[config.mk]
export PLATFORM = sky130hd
export DESIGN_NAME = lbs_front
export DESIGN_NICKNAME = d
export VERILOG_FILES = /design/src/hdl/lbs_pkg.sv /design/src/hdl/lbs_front.sv
export SDC_FILE = /design/constraint.sdc
export NUM_CORES = 1
export LEC_CHECK = 0
export ABC_CLOCK_PERIOD_IN_PS = 13400
export BUFFER_PORTS_ARGS = -buffer_cell sky130_fd_sc_hd__buf_2
export CORE_ASPECT_RATIO = 0.75
export CORE_MARGIN = 2
export CORE_UTILIZATION = 46
export CTS_CLUSTER_DIAMETER = 30
export DETAILED_ROUTE_END_ITERATION = 10
export PLACE_DENSITY = 0.81
export SLEW_MARGIN = 40
export SYNTH_ARGS = -nofsm -noshare
export SYNTH_HDL_FRONTEND = slang
export SYNTH_SLANG_ARGS = --single-unit
[constraint.sdc]
create_clock -name clk_i -period 13.4 [get_ports clk_i]
set_input_delay 0.67 -clock clk_i [delete_from_list [all_inputs] [get_ports clk_i]]
set_output_delay 0.67 -clock clk_i [all_outputs]
set_load 0.005 [all_outputs]
[src/hdl/lbs_pkg.sv]
`default_nettype none
package lbs_pkg;

  typedef enum logic [1:0] {
    CMD_ANIM = 2'd0,
    CMD_INV  = 2'd1,
    CMD_INFL = 2'd2
  } cmd_e;

  typedef enum logic [1:0] {
    K_ANIM = 2'd0,
    K_INV  = 2'd1,
    K_INFL = 2'd2
  } kind_e;

  typedef enum logic [1:0] {
    OP_BMAT = 2'd0,
    OP_AMAT = 2'd1,
    OP_WGT  = 2'd2
  } op_e;

  typedef enum logic [2:0] {
    ST_IDLE  = 3'd0,
    ST_BMAT  = 3'd1,
    ST_DRN_B = 3'd2,
    ST_AMAT  = 3'd3,
    ST_DRN_A = 3'd4,
    ST_WGT   = 3'd5,
    ST_DRN_W = 3'd6,
    ST_EMIT  = 3'd7
  } state_e;

  localparam logic [16:0] WeightOne = 17'd65536;
  localparam logic signed [31:0] OneQ16 = 32'sd65536;

  // one queued item, already classified
  typedef struct packed {
    kind_e            kind;
    logic [4:0]       bone;
    logic [3:0]       elem;
    logic [31:0]      value;
    logic [2:0][31:0] pos;
    logic [2:0][31:0] nrm;
    logic [16:0]      weight;
    logic             active;
    logic             last;
  } q_item_t;

  function automatic logic signed [47:0] rnd16(input logic signed [63:0] p);
    logic signed [63:0] s;
    s = p + 64'sd32768;
    return s[63:16];
  endfunction

  function automatic logic signed [31:0] sat32(input logic signed [49:0] x);
    if (x > 50'sd2147483647) return 32'sh7fffffff;
    else if (x < -50'sd2147483648) return 32'sh80000000;
    else return x[31:0];
  endfunction

  function automatic logic signed [47:0] sat48(input logic signed [48:0] x);
    if (x > 49'sh07fffffffffff) return 48'sh7fffffffffff;
    else if (x < -49'sh0800000000000) return 48'sh800000000000;
    else return x[47:0];
  endfunction

endpackage
`default_nettype wire

[src/hdl/lbs_front.sv]
`default_nettype none
module lbs_front #(
  parameter int MAX_BONES = 32
) (
  input  wire logic             clk_i,
  input  wire logic             rst_ni,
  input  wire logic             in_valid_i,
  output logic                  in_stall_o,
  input  wire logic [1:0]       cmd_i,
  input  wire logic [4:0]       bone_i,
  input  wire logic [3:0]       elem_i,
  input  wire logic [31:0]      value_i,
  input  wire logic [2:0][31:0] pos_i,
  input  wire logic [2:0][31:0] nrm_i,
  input  wire logic [16:0]      weight_i,
  input  wire logic             last_i,
  output lbs_pkg::q_item_t      item_o,
  output logic                  item_vld_o,
  input  wire logic             pop_i
);
  import lbs_pkg::*;

  q_item_t    fifo_q [2];
  q_item_t    cls;
  logic       wr_ptr_q, rd_ptr_q;
  logic [1:0] cnt_q;
  logic       bone_ok, push, pop;

  always_comb begin
    bone_ok = 32'(bone_i) < MAX_BONES;
    cls.bone   = bone_i;
    cls.elem   = elem_i;
    cls.value  = value_i;
    cls.pos    = pos_i;
    cls.nrm    = nrm_i;
    cls.weight = (weight_i > WeightOne) ? WeightOne : weight_i;
    cls.last   = last_i;
    cls.active = bone_ok && (weight_i != 17'd0);
    cls.kind   = K_INFL;
    push       = 1'b0;
    case (cmd_i)
      CMD_ANIM: begin
        cls.kind = K_ANIM;
        push     = bone_ok;
      end
      CMD_INV: begin
        cls.kind = K_INV;
        push     = bone_ok;
      end
      CMD_INFL: begin
        cls.kind = K_INFL;
        push     = 1'b1;
      end
      default: push = 1'b0;
    endcase
  end

  assign in_stall_o = (cnt_q == 2'd2);
  assign item_vld_o = (cnt_q != 2'd0);
  assign item_o     = fifo_q[rd_ptr_q];
  assign pop        = pop_i && item_vld_o;

  always_ff @(posedge clk_i) begin
    if (in_valid_i && !in_stall_o && push) fifo_q[wr_ptr_q] <= cls;
  end

  always_ff @(posedge clk_i or negedge rst_ni) begin
    if (!rst_ni) begin
      wr_ptr_q <= 1'b0;
      rd_ptr_q <= 1'b0;
      cnt_q    <= 2'd0;
    end else begin
      if (in_valid_i && !in_stall_o && push) wr_ptr_q <= !wr_ptr_q;
      if (pop) rd_ptr_q <= !rd_ptr_q;
      cnt_q <= cnt_q + 2'((in_valid_i && !in_stall_o && push) ? 1 : 0) - 2'(pop ? 1 : 0);
    end
  end
endmodule
`default_nettype wire

Word-level counts from Yosys, hierarchy flattened
Memory sizes are Yosys's and may differ from the RTL's.
Index checks and enable logic that the tools add are counted.
{"block": "word_totals", "register_bits": 4, "latchBits": 0, "ramBits": 508, "rom_bits": 0, "in_bits": 257, "word_cells": 27, "mem_count": 1}
{"block": "op_classes", "addsub": 2, "mul": 0, "div": 0, "n_lt_le_gt_ge": 1, "eq_ne": 3, "shifts": 0, "muxes": 7, "n_bitwise": 0, "n_reduce_logical": 10}
{"name": "fifo_q", "words": 2, "word_bits": 254, "rd": 1, "rd_clocked_by_memory_dff": 0, "write_ports": 1, "line": "lbs_front.sv:23", "rtl": "q_item_t fifo_q [2];"}
{"operator": "$gt 17x17->1 const B", "n": 1}
{"operator": "$mux 17", "n": 1}
{"operator": "$reduce_bool 17->1", "n": 1}
{"operator": "$mux 1", "n": 5}
{"operator": "$eq 2x2->1 const B", "n": 2}
{"operator": "$pmux 2 s2", "n": 1}
{"operator": "$logic_and 1x1->1", "n": 3}
{"operator": "$logic_not 1->1", "n": 3}
{"operator": "$reduce_or 3->1", "n": 1}
{"operator": "$add 2x1->2", "n": 1}
{"operator": "$eq 2x1->1 const B", "n": 1}
{"operator": "$logic_not 2->1", "n": 1}
{"operator": "$reduce_bool 2->1", "n": 1}
{"operator": "$sub 2x1->2", "n": 1}

Depth between registers and ports, before layout
Gate-level depths: netlist of run 1.
{"block": "logic_depth", "depth_word": 7, "depth_mapped": 7}

Least setup slack after synthesis of run 1
Ideal clock, no wire load.
{"block": "synth_timing", "kind": "input port to flip-flop", "startpoint": "input port cmd_i[1]", "endpoint": "memory fifo_q[0][0] (netlist name), enable pin", "arrival_time_ns": 11.413, "required_ns": 12.525, "slack_ns": 1.113, "cell_stages": 3, "path_buffers": 0, "cell_sequence": "nand2_1 > nand3b_1 > nor2_1"}
{"block": "synth_via", "elab_chain_len": 6}
{"item": "from (decl)", "line": "lbs_front.sv:9", "rtl": "input wire logic [1:0] cmd_i,"}
{"item": "$eq 2x2->1 (tied with other cells)", "line": "lbs_front.sv:41", "rtl": "case (cmd_i)"}
{"item": "$reduce_or 3->1 (no line) (*)"}
{"item": "$mux 1 (*)", "line": "lbs_front.sv:41"}
{"item": "$logic_and 1x1->1 (*)", "line": "lbs_front.sv:64", "rtl": "if (in_valid_i && !in_stall_o && push) fifo_q[wr_ptr_q] <= cls;"}
{"item": "$mux 1 (*)", "line": "lbs_front.sv:64"}
{"item": "$mux 1 (implied by the code) (*)", "line": "lbs_front.sv:64"}
{"item": "to (decl)", "line": "lbs_front.sv:23"}
Every way passes the cells marked *; elsewhere a longest branch is shown, timed or not.

==> results of run 1 <==
[area by class of cell]
| type | instances | area [µm²] |
|---|---|---|
| Antenna cell | 2 | 5.00 |
| Clock buffer | 84 | 1950 |
| Clock inverter | 56 | 638 |
| Fill cell | 2874 | 16100 |
| Inverter | 3 | 11.3 |
| Multi-Input combinational cell | 291 | 3150 |
| Sequential cell | 512 | 15400 |
| Tap cell | 528 | 661 |
| Timing Repair Buffer | 525 | 2700 |
[worst paths after layout]
kind	start	to	slack, ps
max in group asynchronous	rst_ni	rd_ptr_q	12800
min	nrm_i[23]	fifo_q[0][42]	260
min in group asynchronous	rst_ni	rd_ptr_q	430
max	rd_ptr_q	item_o[159]	9260
min reg2reg	cnt_q[1]	cnt_q[1]	490
max reg2reg	cnt_q[1]	fifo_q[1][164]	10070
[state kept, by name, summed over array words and instances, names as in the netlist]
signal,flops
wr_ptr_q,1
rd_ptr_q,1
cnt_q,2
fifo_q,508
[power groups by stage]
stage	Clock, mW	Combinational [mW]	Sequential [mW]
final	1.95	1.21	2.20
after global routing	2.07	1.30	2.23
after CTS	1.99	1.22	2.21
after detailed placement	0	1.21	2.23
after global placement	0	1.18	2.22
after floorplan	0	0.792	2.30
[per-layer routing]
metal  global-route usage  part of all wire  vias up  wire (µm)
met5                    0           0.00057        -         24
met4               0.0757             0.031        4       1320
met3               0.0680             0.080       88       3390
met2                0.343              0.52      435      22100
met1                0.216              0.36     5002      15300
li1                     -                 -     4523          -
[cells by family (layout without fill, tap and decap cells)]
| kind of cell | after synthesis | after routing | share of synthesized area |
|---|---|---|---|
| multiplexers | 254 | 254 | 0.152 |
| other | 0 | 2 | 0 |
| AND/OR/NAND/NOR | 30 | 30 | 0.0109 |
| buffers and inverters | 34 | 668 | 0.0204 |
| flip-flops | 512 | 512 | 0.813 |
| AO/OA/AOI/OAI | 1 | 1 | 0.000464 |
| adder cells (fa/ha/maj) | 2 | 2 | 0.00133 |
| XOR/XNOR | 4 | 4 | 0.00186 |
[worst max-delay path, cell delays in order, from the launching register on]
cell and delay (ps):
dfrtp_4 920, buf_6 570, buf_4 700, mux2_2 420, buf_2 130
[through the flow]
stage / hold slack, ps / setup slack, ps / instances / cell area (µm²) / util
after CTS: 216 / 8980 / 1999 / 24500 / 0.602
after global routing: 211 / 9050 / 2000 / 24500 / 0.603
after floorplan: 374 / 1110 / 837 / 18900 / -
final: 258 / 9260 / 2001 / 24500 / 0.603
after global placement: 466 / 9420 / 1857 / 21800 / 0.538
after detailed placement: 488 / 9590 / 1858 / 21900 / 0.538
[cell usage in the layout, fill, tap and decap left out]
master	Yosys	routed
clkinvlp_4	0	7
dlygate4sd3_1	0	1
inv_8	0	4
dfrtp_1	4	3
buf_6	9	7
edfxtp_1	508	508
mux2_2	254	254
dfrtp_4	0	1
and2_1	1	1
nand2_1	2	2
inv_16	0	2
nor4_2	4	4
ha_1	2	2
a41oi_1	1	1
inv_1	3	3
buf_2	0	512
clkinv_1	0	10
buf_4	0	4
bufinv_16	0	8
xnor2_1	3	3
clkbuf_1	3	7
or2_2	1	1
nor2b_1	18	18
xor2_1	1	1
clkinv_8	0	5
diode_2	0	2
clkinv_2	0	9
nor2_4	0	2
and4_1	1	1
clkbuf_16	0	77
nand3b_1	1	1
buf_12	0	1
clkinv_4	0	5
inv_6	0	6
[what timing repair did]
action	in CTS	in global routing
endpoints found under the hold margin	4	0
buffers inserted	0	0
hold buffers	1	0
==> qor.csv, run 1 <==
metric,value,unit
status,finished clean,
dpl hpwl,28100,µm
Worst EP required,12730,ps
Final #Nets,1668,
Die Area,42700,µm²
RD Place Congestion,0.880,
Yosys reg bits,512,
Switching Fraction,0.268,
starting density of the core,0.465,
TritonCTS clock tree,done,
Int Pwr,3.93,mW
TritonCTS Buffers,76,
largest area contributor in the netlist,edfxtp_1,
DR pass1 iterations,4,
vias in the first global route,10900,
"Primary FF master, synth",edfxtp_1,
initial antenna violation count,5,
fmax,242,MHz
Antenna Nets Post-Route,0,
cell area after synthesis,18900,µm²
RSZ-0062 raised after global routing,false,
Vias/cell,5.02,
Slew @ Worst Pin,824,ps
DR iter-0 viols,610,
first-pass GRT wire length,62600,µm
TNS Setup,0,ps
Syn-to-layout area delta,29.7,%
die extent in x,238,µm
Max Slew Vio Count,0,
GRT Resource Usage Total,0.195,
Clock Skew,14.1,ps
Sw Pwr,1.44,mW
Total Power,5.36,mW
DRC violations left,0,
layout cells sized above 1,0.618,
Avg Inst Size Synth,22.6,µm²
Comb power frac,0.225,
Final min period,4140,ps
IO Pins,513,
CTS root buffer,clkbuf_16,
Clock Path Buffers,3,
Ys Warns,0,
total gr overflow,0,
top cell type's share of synthesized area,0.808,
Final Hold Vio Count,0,
"top cells by count, synth","edfxtp_1, mux2_2, clkbuf_8",
Critical Path End Type,output pin,
clock power share,0.364,
top-count cell post-synth,edfxtp_1,
worst rel slew slack,0.451,
hold depth,1,
syn nets,1096,
Sink Count,512,
"Seq/Total Area, Yosys",0.813,
Yosys cell types,19,
Routed Wire Length,42100,µm
number of synthesized flops with an enable pin,508,
Crit Path Class,register to output pin,
register share of total power,0.411,
CTS-repair resized insts,0,
largest net degree at the start of global routing,75,
die height,179,µm
MaxCap Viol Count,0,
P per Cell Area,219,nW/µm²
H-tree levels,3,
arrival time at the worst endpoint,3470,ps
clk_lat worst skew,600,ps
core footprint,40600,µm²
worst reg-to-reg path cell count,6,
WL/cell,21.0,µm
Crit Path Max Fanout,67,
Static Leak,9.17,nW
Worst Hold Class,input port to register,
Std-Cell Rows,64,
total number of vias,10100,
Max rail drop VDD,153,µV
crit share post-route,0.309,
Async SR Flop Fraction,0.00781,
final setup violating endpoints,0,
Port Buffer Count,512,
"Clk pin slew, worst setup/hold paths",60,ps
Critical Path Source Type,register,
Cells after Synth,837,
largest cells by area after synthesis,"edfxtp_1, mux2_2, clkbuf_8",
(Power assumes the default switching activity.)
==> inputs of run 2 (changes only) <==
Settings changed: ABC_CLOCK_PERIOD_IN_PS 13400 to 3800, PLACE_DENSITY 0.81 to 0.84.
Clock period 13.4 ns to 3.8 ns, I/O delays scaled along.
==> qor.csv, run 2 (synthesized netlist as in run 1, its figures left out) <==
metric,value,unit,change
worst rel slew slack,0.550,,+0.0993
Clock Skew,19.0,ps,+4.91 ps
DR pass1 iterations,4,,unchanged
crit share post-route,0.706,,
Slew @ Worst Pin,675,ps,-149 ps
critical hold path startpoint,weight_i[1],,
RD Place Congestion,0.849,,-3.5%
total number of vias,11500,,+14%
Worst Setup SP,rd_ptr_q,,
status,finished clean,,
Worst Hold Class,input port to register,,
TritonCTS Buffers,83,,+9.2%
MaxCap Viol Count,0,,unchanged
ordered list of cells on the worst path,buf_12 > mux2_2 > buf_2,,
P per Cell Area,734,nW/µm²,+230%
layout cells sized above 1,0.530,,-0.0880
clk_lat worst skew,600,ps,about the same
"delay-heaviest family, CP",flip-flops,,
Vias/cell,5.07,,+0.88%
Final min period,2680,ps,
Critical Path Source Type,register,,
IO Pins,513,,unchanged
DRC violations left,0,,unchanged
Int Pwr,14.6,mW,+270%
Crit Path Class,register to output pin,,
CTS root buffer,clkbuf_16,,
fmax,373,MHz,
"Clk pin slew, worst setup/hold paths",50,ps,about the same
Static Leak,10.4,nW,+13%
CTS-repair resized insts,0,,unchanged
Total Power,20.1,mW,+270%
Worst path slowest cell,dfrtp_4,,
vias in the first global route,12800,,+17%
"commonest non-fill, non-tap cell in the layout",buf_2,,
most frequent cells in the layout,"buf_2, edfxtp_1, dlygate4sd3_1",,
dpl hpwl,27400,µm,-2.7%
"non-filler cells, final",2266,,+13%
Antenna Nets Post-Route,0,,unchanged
Clock Path Buffers,3,,unchanged
DR iter-0 viols,679,,+11%
arrival time at the worst endpoint,2490,ps,-980 ps
TritonCTS clock tree,done,,
Port Buffer Count,512,,unchanged
Largest register FFs,508,,unchanged
Sw Pwr,5.51,mW,+280%
WL/cell,21.8,µm,+3.6%
Comb power frac,0.232,,+0.007
register share of total power,0.388,,-0.023
Routed Wire Length,49400,µm,+17%
CP max stage delay,860,ps,-60 ps
"Most flops, register",fifo_q,,
largest net degree at the start of global routing,96,,+28%
Critical Path End Type,output pin,,
core footprint,40600,µm²,unchanged
worst path buffer plus inverter count,2,,-1
worst r2r src,cnt_q[1],,
Final #Nets,1928,,+16%
Inst Count DP,1857,,-0.054%
Worst EP required,3610,ps,-9120 ps
GRT Resource Usage Total,0.227,,+0.0325
die extent in x,238,µm,unchanged
Max Slew Vio Count,0,,unchanged
Final Hold Vio Count,0,,unchanged
Sink Count,512,,unchanged
total gr overflow,0,,unchanged
initial antenna violation count,4,,-1
largest registers,"fifo_q: 508 flops, cnt_q: 2 flops",,
clock power share,0.380,,+0.016
die height,179,µm,unchanged
Max rail drop VDD,516,µV,+240%
Std-Cell Rows,64,,unchanged
Die Area,42700,µm²,unchanged
final setup violating endpoints,0,,unchanged
starting density of the core,0.465,,unchanged
Switching Fraction,0.275,,+0.00678
RSZ-0062 raised after global routing,false,,
first-pass GRT wire length,73400,µm,+17%
H-tree levels,3,,unchanged
Syn-to-layout area delta,44.9,%,
Crit Path Max Fanout,72,,+7.5%
-- run 2: changes by cell type in the layout (fill, tap and decap cells not counted), sizes merged, moves of 2 or more --
cell	previous run	this run
bufinv	8	10
diode	2	4
clkinv	29	18
inv	15	18
clkbuf	84	99
dlygate4sd3	1	255
-- run 2: per-layer routing --
metal,global-route usage,vias up,part of all wire
met5,0,-,0
met4,0.104,0,0.037
met1,0.250,5700,0.36
li1,-,5043,-
met3,0.0547,139,0.068
met2,0.415,601,0.54
-- run 2: cell type report --
| type | instances | area (µm²) |
|---|---|---|
| flip-flops and latches | 512 | 15400 |
| fillers | 2447 | 13200 |
| repair buffers | 778 | 5310 |
| multi-input cells | 291 | 3160 |
| clock buffers | 99 | 2140 |
| clock inverters | 51 | 714 |
| well taps | 528 | 661 |
| inverters | 3 | 11.3 |
| diodes | 4 | 10.0 |
-- run 2: power groups by stage --
| stage | clock network [mW] | registers [mW] | logic (mW) |
|---|---|---|---|
| floorplan | 0 | 7.77 | 2.81 |
| global placement | 0 | 7.81 | 4.24 |
| detailed placement | 0 | 7.86 | 4.30 |
| CTS | 7.65 | 7.77 | 4.58 |
| global route | 8.00 | 7.87 | 4.93 |
| finish | 7.63 | 7.79 | 4.65 |
-- run 2: worst paths after layout --
check                      depth (start not counted)  slack [ps]              to
setup / recovery                                   3        1120     item_o[155]
hold / removal                                     2          60    fifo_q[1][3]
setup reg to reg                                   4        1750  fifo_q[0][152]
hold reg to reg                                    1         500        cnt_q[1]
max in group asynchronous                          3        3020        rd_ptr_q
min in group asynchronous                          3         570        rd_ptr_q
-- run 2: timing repair --
item | in CTS | in global routing
setup buffers | 0 | 0
endpoints found under the setup margin | 0 | 0
hold endpoints to repair | 508 | 0
hold buffers | 255 | 0
-- run 2: through the flow --
step / util / hold WS (ps) / area, µm² / worst slack (ps) / setup TNS (ps)
2_1_floorplan: - / -106 / 18900 / -1250 / -633240
5_1_grt: 0.674 / 32.9 / 27400 / 1000 / 0
3_5_place_dp: 0.541 / 11.3 / 21900 / 1750 / 0
3_3_place_gp: 0.541 / 13.0 / 21900 / 1770 / 0
6_report: 0.674 / 61.0 / 27400 / 1120 / 0
4_1_cts: 0.674 / 16.6 / 27400 / 1130 / 0
-- run 2: worst register-to-register path: cells and delay by family (launching register included) --
family / cells / cell delay, ps
buf+inv: 1 / 400
simple gates: 3 / 770
flops: 1 / 390
==> inputs of run 3 (changes only) <==
Settings changed: ABC_CLOCK_PERIOD_IN_PS 3800 to 2700, PLACE_DENSITY 0.84 to 0.81.
Clock period 3.8 ns to 2.7 ns, I/O delays scaled along.
==> qor.csv, run 3 (synthesized netlist as in run 1, its figures left out) <==
metric,value,unit,change
Total Power,28.6,mW,+42%
"Clk pin slew, worst setup/hold paths",60,ps,about the same
Worst Hold Class,input port to register,,
Sink Count,512,,unchanged
total number of vias,11500,,+0.57%
arrival time at the worst endpoint,2270,ps,-220 ps
TritonCTS clock tree,done,,
Worst path slowest cell,dfrtp_4,,
die height,179,µm,unchanged
Std-Cell Rows,64,,unchanged
dpl hpwl,27500,µm,+0.65%
DR iter-0 viols,711,,+4.7%
RD Place Congestion,0.814,,-4.2%
Worst EP required,2570,ps,-1040 ps
first-pass GRT wire length,74100,µm,+0.97%
Static Leak,10.4,nW,+0.85%
IO Pins,513,,unchanged
Clock Skew,28.5,ps,+9.48 ps
CP max stage delay,550,ps,-310 ps
Port Buffer Count,512,,unchanged
Slew @ Worst Pin,604,ps,-70.7 ps
"commonest non-fill, non-tap cell in the layout",buf_2,,
Routed Wire Length,50600,µm,+2.4%
initial antenna violation count,8,,+4
worst path buffer plus inverter count,2,,unchanged
final setup violating endpoints,0,,unchanged
layout cells sized above 1,0.532,,+0.00151
Final Util,0.677,,+0.00357
DR pass1 iterations,5,,+1
GRT Resource Usage Total,0.229,,+0.00232
status,finished clean,,
Inst Count DP,1866,,+0.48%
vias in the first global route,12700,,-0.55%
Final Hold Vio Count,0,,unchanged
Die Area,42700,µm²,unchanged
crit share post-route,0.891,,
DRC violations left,0,,unchanged
Syn-to-layout area delta,45.7,%,
Crit Path Max Fanout,96,,+33%
WL/cell,22.1,µm,+1.6%
worst rel slew slack,0.592,,+0.0418
largest net degree at the start of global routing,102,,+6.3%
dpl cell area,22000,µm²,+0.42%
Critical Path End Type,output pin,,
most frequent cells in the layout,"buf_2, edfxtp_1, dlygate4sd3_1",,
final hold slack,100,ps,+39.4 ps
core footprint,40600,µm²,unchanged
die extent in x,238,µm,unchanged
total gr overflow,0,,unchanged
Max Slew Vio Count,0,,unchanged
H-tree levels,3,,unchanged
Max rail drop VDD,962,µV,+87%
"Most flops, register",fifo_q,,
"delay-heaviest family, CP",buffers and inverters,,
MaxCap Viol Count,0,,unchanged
clk_lat worst skew,590,ps,about the same
Antenna Nets Post-Route,0,,unchanged
starting density of the core,0.465,,unchanged
Final min period,2410,ps,
"non-filler cells, final",2283,,+0.75%
CTS root buffer,clkbuf_16,,
Final #Nets,1937,,+0.47%
P per Cell Area,1040,nW/µm²,+42%
Largest register FFs,508,,unchanged
design area,27500,µm²,+0.53%
Critical Path Source Type,register,,
Clock Path Buffers,3,,unchanged
fmax,416,MHz,
ordered list of cells on the worst path,buf_12 > mux2_2 > buf_2,,
largest registers,"fifo_q: 508 flops, cnt_q: 2 flops",,
Vias/cell,5.06,,-0.17%
Post-CTS Setup Inserts,0,,unchanged
Crit Path Class,register to output pin,,
TritonCTS Buffers,82,,-1.2%
RSZ-0062 raised after global routing,false,,
[run 3: per-layer routing]
| metal | global-route usage | part of all wire | up-vias |
|---|---|---|---|
| li1 | - | - | 5063 |
| met3 | 0.0597 | 0.070 | 139 |
| met5 | 0 | 0 | - |
| met2 | 0.406 | 0.52 | 588 |
| met4 | 0.111 | 0.041 | 0 |
| met1 | 0.258 | 0.36 | 5759 |
[run 3: path summary, 6_finish.rpt]
| path | startpoint | endpoint | slack (ps) | depth (start not counted) |
|---|---|---|---|---|
| setup / recovery | rd_ptr_q | item_o[228] | 290 | 3 |
| hold / removal | in_valid_i | wr_ptr_q | 100 | 3 |
| setup reg to reg | cnt_q[1] | fifo_q[0][153] | 500 | 5 |
| hold reg to reg | cnt_q[1] | cnt_q[1] | 560 | 1 |
| max in group asynchronous | rst_ni | rd_ptr_q | 2010 | 3 |
| min in group asynchronous | rst_ni | cnt_q[0] | 460 | 3 |
[run 3: worst reg2reg max path, stage by stage, from the launching register on]
cell	delay [ps]
dfrtp_1	410
nor2b_4	150
nand3b_1	360
nor2_4	260
buf_12	320
buf_4	380
[run 3: layout make-up]
type                       count  area [µm²]
timing repair buffer         788        5410
clock inverter                54         696
tap                          528         661
inverter                       3        11.3
clock buffer                  98        2190
antenna                        9        22.5
fill                        2397       13100
multi-input combinational    291        3160
sequential                   512       15400
[run 3: stage by stage]
step | setup TNS, ps | setup WS, ps
final | 0 | 295
after CTS | 0 | 328
after global routing | 0 | 233
after floorplan | -1192040 | -2350
after detailed placement | 0 | 623
after global placement | 0 | 674
[run 3: where the power goes]
group	internal, mW	total [mW]	switching (mW)	leakage, nW
Combinational	3.38	6.90	3.53	4.33
Clock	7.09	10.9	3.80	1.39
Sequential	10.4	10.8	0.401	4.73
Total	20.9	28.6	7.73	10.4
[run 3: repair_timing]
item	in CTS	in global routing
endpoints found under the hold margin	511	0
resized for setup	0	0
setup endpoints to repair	0	0
hold buffers	256	0
